<file path="src/rtl/core/assert_macros.svh">
// ---------------------------------------------------------------------------
// assertion macros
// shared concurrent assertion forms for the core
// ---------------------------------------------------------------------------
`ifndef ASSERT_MACROS_SVH
`define ASSERT_MACROS_SVH

// checked outside reset only
`define WPC_ASSERT(lbl, clk, rst, prop, msg) \
  lbl: assert property (@(posedge clk) disable iff (rst) prop) else $error(msg);

// checked at every edge, reset included
`define WPC_ASSERT_ALWAYS(lbl, clk, prop, msg) \
  lbl: assert property (@(posedge clk) prop) else $error(msg);

`endif

</file>
<file path="src/rtl/core/wpc_pkg.sv">
// ---------------------------------------------------------------------------
// wpc_pkg
// shared types, constants and tables of the waypoint heading controller
// ---------------------------------------------------------------------------
`timescale 1ns / 1ps
`default_nettype none

package wpc_pkg;

  localparam int PATH_DEPTH   = 256;
  localparam int ADDR_W       = $clog2(PATH_DEPTH);
  localparam int CNT_W        = $clog2(PATH_DEPTH + 1);
  localparam int CORDIC_STEPS = 16;
  localparam int TABLE_LEN    = 24;
  localparam int ITER_W       = $clog2(TABLE_LEN);

  localparam int DIFF_W = 33;
  localparam int XY_W   = 46;
  localparam int Z_W    = 35;
  localparam int ANG_W  = 16;
  localparam int TRIG_W = 31;

  localparam logic signed [Z_W-1:0]  PI_Q30      = 35'sd3373259426;
  localparam logic signed [Z_W-1:0]  HALF_PI_Q30 = 35'sd1686629713;
  localparam logic signed [XY_W-1:0] GAIN_Q30    = 46'sd652032874;

  localparam logic signed [31:0] ATAN_TAB [TABLE_LEN] = '{
    32'sd843314856, 32'sd497837829, 32'sd263043836, 32'sd133525158,
    32'sd67021686,  32'sd33543515,  32'sd16775850,  32'sd8388437,
    32'sd4194282,   32'sd2097149,   32'sd1048575,   32'sd524287,
    32'sd262143,    32'sd131071,    32'sd65535,     32'sd32767,
    32'sd16383,     32'sd8191,      32'sd4095,      32'sd2047,
    32'sd1023,      32'sd511,       32'sd255,       32'sd127
  };

  localparam logic MODE_VECTOR = 1'b0;
  localparam logic MODE_ROTATE = 1'b1;

  typedef struct packed {
    logic start;
    logic mode;
  } cordic_req_t;

  typedef struct packed {
    logic busy;
    logic done;
  } cordic_sts_t;

endpackage

`default_nettype wire

</file>
<file path="src/rtl/core/wpc_cordic.sv">
// ---------------------------------------------------------------------------
// wpc_cordic
// shared iterative cordic: atan2 in vectoring mode, cos/sin in rotation mode
// ---------------------------------------------------------------------------
`timescale 1ns / 1ps
`default_nettype none

module wpc_cordic (
  input  logic                                 clk,
  input  logic                                 rst,
  input  wpc_pkg::cordic_req_t                 req,
  input  logic signed [wpc_pkg::DIFF_W-1:0]    vec_x,
  input  logic signed [wpc_pkg::DIFF_W-1:0]    vec_y,
  input  logic signed [14:0]                   rot_ang,
  output wpc_pkg::cordic_sts_t                 sts,
  output logic signed [wpc_pkg::ANG_W-1:0]     angle,
  output logic signed [wpc_pkg::TRIG_W-1:0]    cos_v,
  output logic signed [wpc_pkg::TRIG_W-1:0]    sin_v
);
  import wpc_pkg::*;

  localparam logic [1:0] C_IDLE = 2'd0;
  localparam logic [1:0] C_NORM = 2'd1;
  localparam logic [1:0] C_ITER = 2'd2;
  localparam logic [1:0] C_DONE = 2'd3;

  localparam logic signed [XY_W-1:0] LIM4 = XY_W'(64'sd1 <<< 36);
  localparam logic signed [XY_W-1:0] LIM1 = XY_W'(64'sd1 <<< 40);

  logic [1:0]              state;
  logic                    mode;
  logic                    neg;
  logic [ITER_W-1:0]       iter;
  logic signed [XY_W-1:0]  x;
  logic signed [XY_W-1:0]  y;
  logic signed [Z_W-1:0]   z;

  logic signed [XY_W-1:0]  vx_ext;
  logic signed [XY_W-1:0]  vy_ext;
  logic signed [Z_W-1:0]   z_rot;
  logic signed [XY_W-1:0]  dx;
  logic signed [XY_W-1:0]  dy;
  logic signed [Z_W-1:0]   tab;
  logic                    up;
  logic                    small4;
  logic                    small1;
  logic signed [Z_W-1:0]   z_rnd;
  logic signed [XY_W-1:0]  xs;
  logic signed [XY_W-1:0]  ys;
  logic signed [XY_W-1:0]  x_rnd;
  logic signed [XY_W-1:0]  y_rnd;

  assign vx_ext = XY_W'(vec_x);
  assign vy_ext = XY_W'(vec_y);
  assign z_rot  = Z_W'(rot_ang) <<< 18;
  assign dx     = y >>> iter;
  assign dy     = x >>> iter;
  assign tab    = Z_W'(ATAN_TAB[iter]);
  assign up     = (mode == MODE_VECTOR) ? (y > 0) : (z < 0);
  assign small4 = (x > -LIM4) && (x < LIM4) && (y > -LIM4) && (y < LIM4);
  assign small1 = (x > -LIM1) && (x < LIM1) && (y > -LIM1) && (y < LIM1);

  assign z_rnd = (z + Z_W'(64'sd1 <<< 17)) >>> 18;
  assign xs    = neg ? -x : x;
  assign ys    = neg ? -y : y;
  assign x_rnd = (xs + XY_W'(2)) >>> 2;
  assign y_rnd = (ys + XY_W'(2)) >>> 2;
  assign angle = z_rnd[ANG_W-1:0];
  assign cos_v = x_rnd[TRIG_W-1:0];
  assign sin_v = y_rnd[TRIG_W-1:0];

  assign sts.busy = (state != C_IDLE);
  assign sts.done = (state == C_DONE);

  always_ff @(posedge clk) begin
    if (rst) begin
      state <= C_IDLE;
    end else begin
      case (state)
        C_IDLE: begin
          if (req.start) begin
            if (req.mode == MODE_ROTATE) begin
              state <= C_ITER;
            end else if (vec_x == '0 && vec_y == '0) begin
              state <= C_DONE;
            end else begin
              state <= C_NORM;
            end
          end
        end
        C_NORM: begin
          if (!small1) begin
            state <= C_ITER;
          end
        end
        C_ITER: begin
          if (iter == ITER_W'(CORDIC_STEPS - 1)) begin
            state <= C_DONE;
          end
        end
        C_DONE: state <= C_IDLE;
        default: state <= C_IDLE;
      endcase
    end
  end

  always_ff @(posedge clk) begin
    case (state)
      C_IDLE: begin
        iter <= '0;
        mode <= req.mode;
        neg  <= 1'b0;
        if (req.mode == MODE_ROTATE) begin
          x <= GAIN_Q30;
          y <= '0;
          if (z_rot > HALF_PI_Q30) begin
            z   <= z_rot - PI_Q30;
            neg <= 1'b1;
          end else if (z_rot < -HALF_PI_Q30) begin
            z   <= z_rot + PI_Q30;
            neg <= 1'b1;
          end else begin
            z <= z_rot;
          end
        end else if (vec_x < 0) begin
          x <= -vx_ext;
          y <= -vy_ext;
          z <= (vec_y >= 0) ? PI_Q30 : -PI_Q30;
        end else begin
          x <= vx_ext;
          y <= vy_ext;
          z <= '0;
        end
      end
      C_NORM: begin
        if (small4) begin
          x <= x <<< 4;
          y <= y <<< 4;
        end else if (small1) begin
          x <= x <<< 1;
          y <= y <<< 1;
        end
      end
      C_ITER: begin
        iter <= iter + ITER_W'(1);
        if (up) begin
          x <= x + dx;
          y <= y - dy;
          z <= z + tab;
        end else begin
          x <= x - dx;
          y <= y + dy;
          z <= z - tab;
        end
      end
      default: begin
      end
    endcase
  end

endmodule

`default_nettype wire

</file>
<file path="config.mk">
export PLATFORM = sky130hd
export DESIGN_NAME = wpc_cordic
export DESIGN_NICKNAME = d
export VERILOG_FILES = /design/src/rtl/core/assert_macros.svh /design/src/rtl/core/wpc_pkg.sv /design/src/rtl/core/wpc_cordic.sv
export SDC_FILE = /design/constraint.sdc
export NUM_CORES = 1
export LEC_CHECK = 0
export BUFFER_PORTS_ARGS = -buffer_cell sky130_fd_sc_hd__buf_2
export CAP_MARGIN = 30
export CORE_MARGIN = 1
export CORE_UTILIZATION = 40
export CTS_CLUSTER_SIZE = 8
export DETAILED_ROUTE_END_ITERATION = 8
export HOLD_SLACK_MARGIN = 0.08
export PLACE_DENSITY_LB_ADDON = 0.25
export SYNTH_ARGS = -nofsm -noshare
export SYNTH_HDL_FRONTEND = slang
export SYNTH_SLANG_ARGS = --single-unit
</file>
<file path="constraint.sdc">
create_clock -name clk -period 9.46 [get_ports clk]
set_clock_uncertainty 0.15 [all_clocks]
set_input_delay 0.473 -clock clk [delete_from_list [all_inputs] [get_ports clk]]
set_output_delay 0.473 -clock clk [all_outputs]
set_load 0.02 [all_outputs]
</file>
---- Word level (Yosys, flattened, before mapping) ----
Memory sizes are Yosys's and may differ from the RTL's.
Index checks and enable logic that the tools add are counted.
operators by class
  add/subtract/negate cells ............... 16
  magnitude comparators ................... 15
  eq/ne operators ......................... 8
  shift operators ......................... 2
  multiplexer cells ....................... 33
  bitwise operators ....................... 1
  reduce and logical (&&, ||, !) cells .... 15
operators by type and width
  operator                                              count
  two-way mux 46 bit                                    10
  case mux 46 bit (3 select lines)                      2
  two-way mux 35 bit                                    6
  adder 46 bit                                          2
  > comparator 46 x 37 -> 1 bit, second input constant  2
  > comparator 46 x 41 -> 1 bit, second input constant  2
  < comparator 46 x 38 -> 1 bit, second input constant  2
  < comparator 46 x 42 -> 1 bit, second input constant  2
  negation 33 -> 46 bit                                 2
  >>> shifter 46 x 5 -> 46 bit                          2
  subtractor 46 bit                                     2
  case mux 35 bit (2 select lines)                      1
  adder 33 x 3 -> 33 bit, second input constant         2
  zero test 33 bit                                      2
  two-way mux 33 bit                                    2
  negation 33 bit                                       2
  two-way mux 32 bit                                    2
  > comparator 46 x 1 -> 1 bit, second input constant   1
  adder 35 x 32 -> 35 bit                               1
  < comparator 35 x 1 -> 1 bit, second input constant   1
  subtractor 35 x 32 -> 35 bit                          1
  adder 33 x 33 -> 34 bit, second input constant        1
  adder 34 x 19 -> 34 bit, second input constant        1
  subtractor 33 x 33 -> 34 bit, second input constant   1
  22 further kinds                                      38
storage, ports and cells
  register bits ........................... 136
  ROM bits ................................ 1024
  bits of input ports ..................... 85
  output and inout bits ................... 80
  logic and storage cells ................. 98
  memories ................................ 1
memories
  name              words  width  read ports  clocked after memory_dff  write ports  line              source
  (name not given)  32     32     1           0                         0            wpc_cordic.sv:58  assign tab = Z_W'(ATAN_TAB[iter]);

---- Logic depth before layout (Yosys ltp) ----
Gate-level depths: netlist of run 1.
  word-level depth ........................ 7
  mapped depth ............................ 30
  gate-level depth less buffers ........... 26

---- Least setup slack after synthesis of run 1 ----
No wires, ideal clock.
  path type ............................... register to register
  start point ............................. register y[1]
  end point ............................... register x[0] (enable)
  library setup time ...................... 0.573 ns
  arrival ................................. 7.175 ns
  required time ........................... 8.737 ns
  slack ................................... 1.563 ns
  stages on the path, launching flop included .. 14
  path buffers ............................ 2
  clock period less this slack ............ 7.897 ns
  cell sequence ........................... edfxtp_1 > inv_1 > ha_1 > or3b_2 > nor4_1 > nand2_1 > nor4_1 > nor4_1 > nor2_1 > nor4_1 > buf_2 > buf_1 > nor2_1 > a21oi_1
between the ends
  word-level cells in the longest chain between the ends .. 5
  elaborated cells on any way between the ends .. 10
  those cells by class .................... 4 x order compare; 1 x eq/ne; 5 x reduce/logical
RTL lines
  what                                                                            line                                source
  from (decl)                                                                     wpc_cordic.sv:35                    logic signed [XY_W-1:0] y;
  from (signal assigned)                                                          wpc_cordic.sv:127                   y <= -vy_ext;
  from (signal assigned)                                                          wpc_cordic.sv:131                   y <= vy_ext;
  from (signal assigned)                                                          wpc_cordic.sv:138                   y <= y <<< 4;
  > comparator 46 x 37 -> 1 bit or > comparator 46 x 41 -> 1 bit (tied branches)  wpc_cordic.sv:60, wpc_cordic.sv:61
  logical AND 1 bit (on tied branches) (2 in series)                              wpc_cordic.sv:60, wpc_cordic.sv:61
  inequality test 3 bit (no line) *                                               -
  AND reduction 2 bit (no line) *                                                 -
  to (signal assigned)                                                            wpc_cordic.sv:126                   x <= -vx_ext;
  to (signal assigned)                                                            wpc_cordic.sv:130                   x <= vx_ext;
  to (signal assigned)                                                            wpc_cordic.sv:137                   x <= x <<< 4;
  to (decl)                                                                       wpc_cordic.sv:34                    logic signed [XY_W-1:0] x;
Mark *: on every way between the ends. The rest lies on a longest branch, timed or not.
A chain may end at the register's enable or synchronous reset.

---- Worst setup path after layout of run 1 ----
  start point ............................. register y[1]
  end point ............................... register x[44], data pin
between the ends
  word-level cells in the longest chain between the ends .. 5
  elaborated cells on any way between the ends .. 12
  those cells by class .................... 2 x add/sub; 3 x order compare; 1 x shift; 4 x mux; 2 x reduce/logical
RTL lines
  what                                                                       line               source
  parallel branches: the longest is 4 deep, another holds subtractor 46 bit  -
  case mux 46 bit (3 select lines) *                                         wpc_cordic.sv:108  case (state)
  to (signal assigned)                                                       wpc_cordic.sv:137
  to (signal assigned)                                                       wpc_cordic.sv:140  x <= x <<< 1;
  to (signal assigned)                                                       wpc_cordic.sv:147  x <= x + dx;
Mark *: on every way between the ends.

==> results.txt, run 1 <==
----------------------------------------------------
[Run status]
  Run status ... completed

[Setup path]
  Internal reg-to-reg setup slack ... 1.37 ns
  Worst stage delay on the critical path ... 0.62 ns
  Kind of start point of the critical path ... flip-flop
  Setup crit end kind ... flip-flop
  Startpoint of the most critical register-to-register path ... y[1]
  Logic depth of the worst register-to-register path ... 25
  Worst setup path class ... reg2reg
  Peak fanout along the critical path ... 34
  Highest-delay cell along the critical path ... nor4_1
  WP data required ... 9.56 ns
  Timing startpoint of the critical path ... y[1]
  Arrival time at the worst endpoint ... 8.19 ns
  RR Endpoint ... x[44]

[Clock network]
  Cts bufs inserted ... 17
  Worst-case clock buffer depth ... 2
  Number of H-tree levels ... 4
  Clock insertion delay at the later pin of the skew report ... 0.52 ns
  CTS tree ... done
  Clock transition at the registers of the reported paths ... 0.09 ns
  Total setup buffers inserted after CTS ... 0
  Number of clock sinks ... 136
  Buffer cell driving the clock tree root ... clkbuf_16

[Global route]
  Global-route wire length before repair ... 158.4 mm
  Number of global-route vias before repair ... 26.05k
  Pin count of the biggest net entering global routing ... 81
  Global routing usage summed across all routing layers ... 29.22%
  Initial antenna violation count ... 2
  Overflow after GRT ... 0

[STA]
  Crit share post-route ... 85.49%
  Number of max-slew violations in the final report ... 0
  Total of endpoints with negative setup slack in the final report ... 0
  Final min period ... 8.088 ns
  Final number of hold-violating endpoints ... 0
  Slack of the critical path ... 1.372 ns
  Headroom to the max-slew limit ... 31.04%
  Sum of negative setup slack ... 0 ns
  Setup repair after global routing missed its margin ... false
  Highest clock rate ... 0.1236 GHz
  Pin slew with the least headroom to its limit ... 1.031 ns

[Yosys]
  Synth area leader ... edfxtp_1
  Ranking of synthesized cells by area ... edfxtp_1, xnor2_1, ha_1, mux4_2, xor2_1
  Mapped Area ... 27290 µm²
  Gate count after technology mapping ... 3421
  Number of synthesis warnings ... 0
  Portion of synthesized cell area occupied by the leading cell type ... 14.75%
  Cell variety after synth ... 97
  Proportion of synthesized flip-flops having asynchronous set or reset ... 0%
  Sequential area share after synthesis ... 14.89%
  Mapped Avg Cell Area ... 7.977 µm²
  Main flop type after synthesis ... edfxtp_1
  Number of flops mapped to enable cells by yosys ... 134
  Synth cell count leaders ... nand2_1, a21oi_1, xnor2_1
  Syn nets ... 3672
  Number of synthesized register bits ... 136
  Dominant cell by count in the synthesized netlist ... nand2_1

[Die]
  Width of the chip ... 263.2 µm
  Floorplan Core Area ... 67280 µm²
  Die Footprint ... 69270 µm²
  Number of core rows ... 95
  IO Count ... 165
  Initial Utilization ... 40.56%
  Die Y ... 263.2 µm

[Detailed routing]
  Detailed-routing iteration count for the pre-antenna-repair pass ... 7
  Remaining routing DRC violations ... 0
  Total wire length ... 104.0 mm
  DRT antenna net count ... 0
  Vias per Instance ... 6.439
  Number of vias after detailed routing ... 27.83k
  WL per Instance ... 24.06 µm
  Iteration-0 DRC count of the detailed router ... 2970

[Placement]
  Cell area after placement ... 28870 µm²
  Weighted congestion reported at the end of routability-driven placement ... 1.031
  Post-Place Setup Slack ... 1.475 ns
  Buffers added on ports ... 164
  HPWL after detailed placement ... 78.91 mm

[Hold path]
  Path class of the lowest-slack min-delay path ... in2reg
  Endpoint of the worst hold path ... y[22]
  Count of cells along the worst hold path ... 3
  Hold Path Origin ... vec_y[22]

[Final layout]
  Total Nets Final ... 3687
  Syn-to-layout area delta ... 8.006%
  Core occupancy in the finished layout ... 43.81%
  Final design area excluding fillers ... 29470 µm²
  Layout cell share with drive strength beyond 1 ... 14.27%

[Job]
  Max Cap Viol ... 0

----------------------------------------------------
==> metrics by stage <==
stage / std cells / hold WS (ns)
floorplan: 3421 / 0.3257
global placement: 4285 / 0.3558
detailed placement: 4289 / 0.3606
CTS: 4322 / 0.1886
global route: 4322 / 0.2105
finish: 4323 / 0.1958
==> layout by cell type (no fill, tap or decap), types with 19 or more instances in the layout <==
cell | Yosys | final
nand2_1 | 289 | 287
a21oi_1 | 276 | 275
xnor2_1 | 265 | 265
nor2_1 | 239 | 236
o21ai_0 | 217 | 217
buf_2 | 22 | 165
xor2_1 | 162 | 162
ha_1 | 163 | 162
edfxtp_1 | 134 | 134
mux2i_1 | 132 | 132
inv_1 | 96 | 96
mux4_2 | 90 | 90
a21o_1 | 81 | 80
buf_4 | 7 | 74
nand3_1 | 63 | 63
mux2_2 | 53 | 53
o22ai_1 | 53 | 53
nor3_1 | 53 | 52
a31oi_1 | 51 | 51
o31ai_1 | 46 | 46
nand2b_1 | 44 | 44
a22oi_1 | 42 | 42
nand4_1 | 40 | 40
nor2b_1 | 39 | 39
o221ai_1 | 35 | 35
and2_1 | 32 | 32
or3_1 | 31 | 31
nor4_1 | 32 | 31
o211ai_1 | 26 | 26
a211oi_1 | 22 | 22
and3_1 | 22 | 22
or4_1 | 22 | 22
o21a_1 | 22 | 22
or2_2 | 20 | 20
o41ai_1 | 19 | 19
==> worst max-delay path: cells and delay by family (launching register included) <==
kind | cells | cell delay, ns
xor gates and xnor gates | 2 | 0.30
AOI/OAI and AO/OA | 13 | 3.62
adders and majority gates | 2 | 0.60
buffers and inverters | 4 | 0.93
and+or+nand+nor | 4 | 1.64
DFF | 1 | 0.56
==> final cells by class <==
type / instances / area, µm²
tap: 873 / 1092
clock inverter: 15 / 165.2
multi-input combinational: 2934 / 21850
timing repair buffer: 246 / 1498
antenna: 1 / 2.502
sequential: 136 / 4064
fill: 6918 / 37800
inverter: 101 / 379.1
clock buffer: 17 / 425.4
==> state kept, by name, summed over array words and instances, names as in the netlist <==
name   cells
iter       5
mode       1
neg        1
state      2
x         46
y         46
z         35
==> worst max-delay path by stage <==
stage          slack [ns]  endpoint  depth (start not counted)
5_1_grt              0.86     x[44]                         25
2_1_floorplan        1.56      x[0]                         13
4_1_cts              1.47     x[44]                         25
3_3_place_gp         1.54     x[44]                         25
3_5_place_dp         1.47     x[44]                         25
6_report             1.37     x[44]                         25
==> routing by layer <==
metal	up-vias	part of all wire, %	global-route usage (%)	wire length, µm
met5	-	0.012	0	12
met4	2	3.6	10.87	3782
met3	221	7.7	5.799	8005
met2	1241	46	47.08	48050
met1	13435	42	38.48	44150
li1	12935	-	-	-
==> timing repair <==
action | in CTS | in global routing
hold buffers | 1 | 0
setup endpoints to repair | 0 | 0
gates resized for setup | 0 | 0
endpoints found under the hold margin | 2 | 0
==> cells by family (layout without fill, tap and decap cells) <==
group	count (synthesis)	in the layout	synth area share (%)
XOR/XNOR	427	427	13.70
other	0	1	0
adder cells (fa/ha/maj)	166	166	7.694
buffers and inverters	351	379	5.209
AO/OA/AOI/OAI	1081	1081	25.99
multiplexers	279	279	14.80
flip-flops	136	136	14.89
AND/OR/NAND/NOR	981	981	17.71
Power of run 1 is not shown: default switching activity piles up to over one toggle a cycle in this logic, so the estimate is an artifact.
==> run 2, diff against run 1 <==
Settings changed: CTS_BUF_LIST from default to sky130_fd_sc_hd__clkbuf_4 sky130_fd_sc_hd__clkbuf_8.
==> run 2 against run 1 <==
Global-route usage is essentially flat. Register-to-register slack is essentially flat. Final cell count hardly changed. Final area shrank 0.64%. Sequential share of layout area increased by 0.089 points. Core utilization down 0.28 points. Critical path depth is the same. First-iteration DRC count down 5.3%.
==> results.txt, run 2 (same netlist as run 1, synthesis figures left out) <==
----------------------------------------------------
[Setup path]
  WP data required ... 9.66 ns (+0.10 ns)
  Family with the most delay on the worst path ... compound AO/OA/AOI/OAI gates
  Peak fanout along the critical path ... 34 (unchanged)
  Kind of start point of the critical path ... flip-flop
  Worst stage delay on the critical path ... 0.65 ns (+0.03 ns)
  Count of buffer and inverter cells on the critical path ... 4 (unchanged)
  Startpoint of the most critical register-to-register path ... y[1]
  Worst setup path class ... reg2reg
  Arrival time at the worst endpoint ... 8.28 ns (+0.09 ns)
  Highest-delay cell along the critical path ... nor4_1
  Setup crit end kind ... flip-flop
  Timing startpoint of the critical path ... y[1]

[Final layout]
  Fillers ... 6940 (+0.32%)
  Largest registers ... x: 46 flops, y: 46 flops, z: 35 flops
  Total Nets Final ... 3687 (unchanged)
  Syn-to-layout area delta ... 7.313%
  Leading cell types in the layout, fill and taps excluded ... nand2_1, a21oi_1, xnor2_1, nor2_1, o21ai_0
  Most common cell after layout, fill and taps aside ... nand2_1
  Layout cell share with drive strength beyond 1 ... 14.27% (unchanged)

[Detailed routing]
  Detailed-routing iteration count for the pre-antenna-repair pass ... 7 (unchanged)
  WL per Instance ... 24.03 µm (-0.13%)
  Remaining routing DRC violations ... 0 (unchanged)
  Iteration-0 DRC count of the detailed router ... 2814 (-5.3%)
  Vias per Instance ... 6.442 (about the same)
  DRT antenna net count ... 0 (unchanged)
  Total wire length ... 103.9 mm (-0.10%)
  Number of vias after detailed routing ... 27.86k (+0.075%)

[Global route]
  Pin count of the biggest net entering global routing ... 81 (unchanged)
  Initial antenna violation count ... 1 (-1)
  Global-route wire length before repair ... 158.1 mm (-0.16%)
  Overflow after GRT ... 0 (unchanged)
  Number of global-route vias before repair ... 26.04k (-0.046%)
  Global routing usage summed across all routing layers ... 29.18% (-0.038 points)

[Placement]
  Weighted congestion reported at the end of routability-driven placement ... 1.031 (unchanged)
  Buffers added on ports ... 164 (unchanged)
  HPWL after detailed placement ... 78.91 mm (unchanged)

[Die]
  Initial Utilization ... 40.56% (unchanged)
  Die Y ... 263.2 µm (unchanged)
  Floorplan Core Area ... 67280 µm² (unchanged)
  Number of core rows ... 95 (unchanged)
  IO Count ... 165 (unchanged)
  Width of the chip ... 263.2 µm (unchanged)
  Die Footprint ... 69270 µm² (unchanged)

[Clock network]
  Post_cts resized ... 0 (unchanged)
  Total setup buffers inserted after CTS ... 0 (unchanged)
  CTS tree ... done
  Cts bufs inserted ... 17 (unchanged)
  Clock transition at the registers of the reported paths ... 0.13 ns (+0.04 ns)
  Number of clock sinks ... 136 (unchanged)
  Buffer cell driving the clock tree root ... clkbuf_8
  Worst-case clock buffer depth ... 2 (unchanged)
  Clock insertion delay at the later pin of the skew report ... 0.60 ns (+0.08 ns)
  Number of H-tree levels ... 4 (unchanged)
  Quantity of hold-fixing buffers added after cts ... 1 (unchanged)

[STA]
  Crit share post-route ... 85.35% (-0.14 points)
  Number of max-slew violations in the final report ... 0 (unchanged)
  Headroom to the max-slew limit ... 32.37% (+1.3 points)
  Final min period ... 8.074 ns (-0.01353 ns)
  Final number of hold-violating endpoints ... 0 (unchanged)
  Setup repair after global routing missed its margin ... false
  Highest clock rate ... 0.1239 GHz (+0.17%)
  Pin slew with the least headroom to its limit ... 1.005 ns (-0.02512 ns)
  Sum of negative setup slack ... 0 ns (unchanged)
  Total of endpoints with negative setup slack in the final report ... 0 (unchanged)

[Hold path]
  Hold Path Origin ... vec_y[22]
  Path class of the lowest-slack min-delay path ... in2reg

[Run status]
  Run status ... completed

[Job]
  Max Cap Viol ... 0 (unchanged)

----------------------------------------------------
[run 2: changes by cell type in the layout (fill, tap and decap cells not counted)]
| cell | change |
|---|---|
| clkbuf_16 | -17 |
| clkbuf_8 | +17 |
| diode_2 | +1 |
[run 2: metal layers]
| layer | share of wire (%) | vias to the layer above | global-route usage [%] |
|---|---|---|---|
| met4 | 3.7 | 0 | 11.19 |
| met5 | 0 | - | 0 |
| li1 | - | 12942 | - |
| met1 | 42 | 13442 | 38.41 |
| met2 | 46 | 1255 | 47.18 |
| met3 | 7.9 | 216 | 5.425 |
[run 2: worst paths after layout]
kind / end / slack [ns] / cells after the start
hold / removal: y[22] / 0.13 / 3
setup / recovery: x[44] / 1.39 / 25
setup reg to reg: x[44] / 1.39 / 25
hold reg to reg: state[0] / 0.37 / 2
[run 2: metrics by stage]
step / instances / hold WS (ns) / cell area [µm²] / setup WS, ns / util (%)
detailed placement: 4289 / 0.3606 / 28870 / 1.475 / 42.91
global placement: 4285 / 0.3558 / 28820 / 1.537 / 42.84
floorplan: 3421 / 0.3257 / 27290 / 1.563 / -
global route: 4324 / 0.1258 / 29280 / 0.8701 / 43.53
finish: 4324 / 0.1257 / 29280 / 1.386 / 43.53
CTS: 4322 / 0.08299 / 29280 / 1.474 / 43.52
[run 2: worst reg2reg max path: stages (launching register included)]
cell	delay, ns
edfxtp_1	0.57
inv_1	0.22
ha_1	0.24
or3b_2	0.53
nor4_1	0.29
buf_4	0.20
nand2_1	0.18
nor4_1	0.65
a211oi_1	0.19
a21o_2	0.23
buf_4	0.28
a31o_2	0.30
xor2_1	0.15
ha_1	0.36
o21ai_0	0.18
a21oi_1	0.10
o41ai_1	0.50
a21boi_0	0.17
a2111oi_0	0.55
buf_4	0.24
o21ai_0	0.27
a41oi_1	0.51
o311ai_0	0.23
a211oi_1	0.32
xnor2_1	0.15
o21ai_0	0.08
[run 2: area by class of cell]
cell class	count	area [µm²]	area share (%)
multi-input combinational	2934	21850	74.60
sequential	136	4064	13.88
timing repair buffer	246	1498	5.114
tap	873	1092	3.730
inverter	101	379.1	1.295
clock buffer	17	234.0	0.7990
clock inverter	15	165.2	0.5640
antenna	2	5.005	0.01709
Power of run 2 is left out for the same reason.
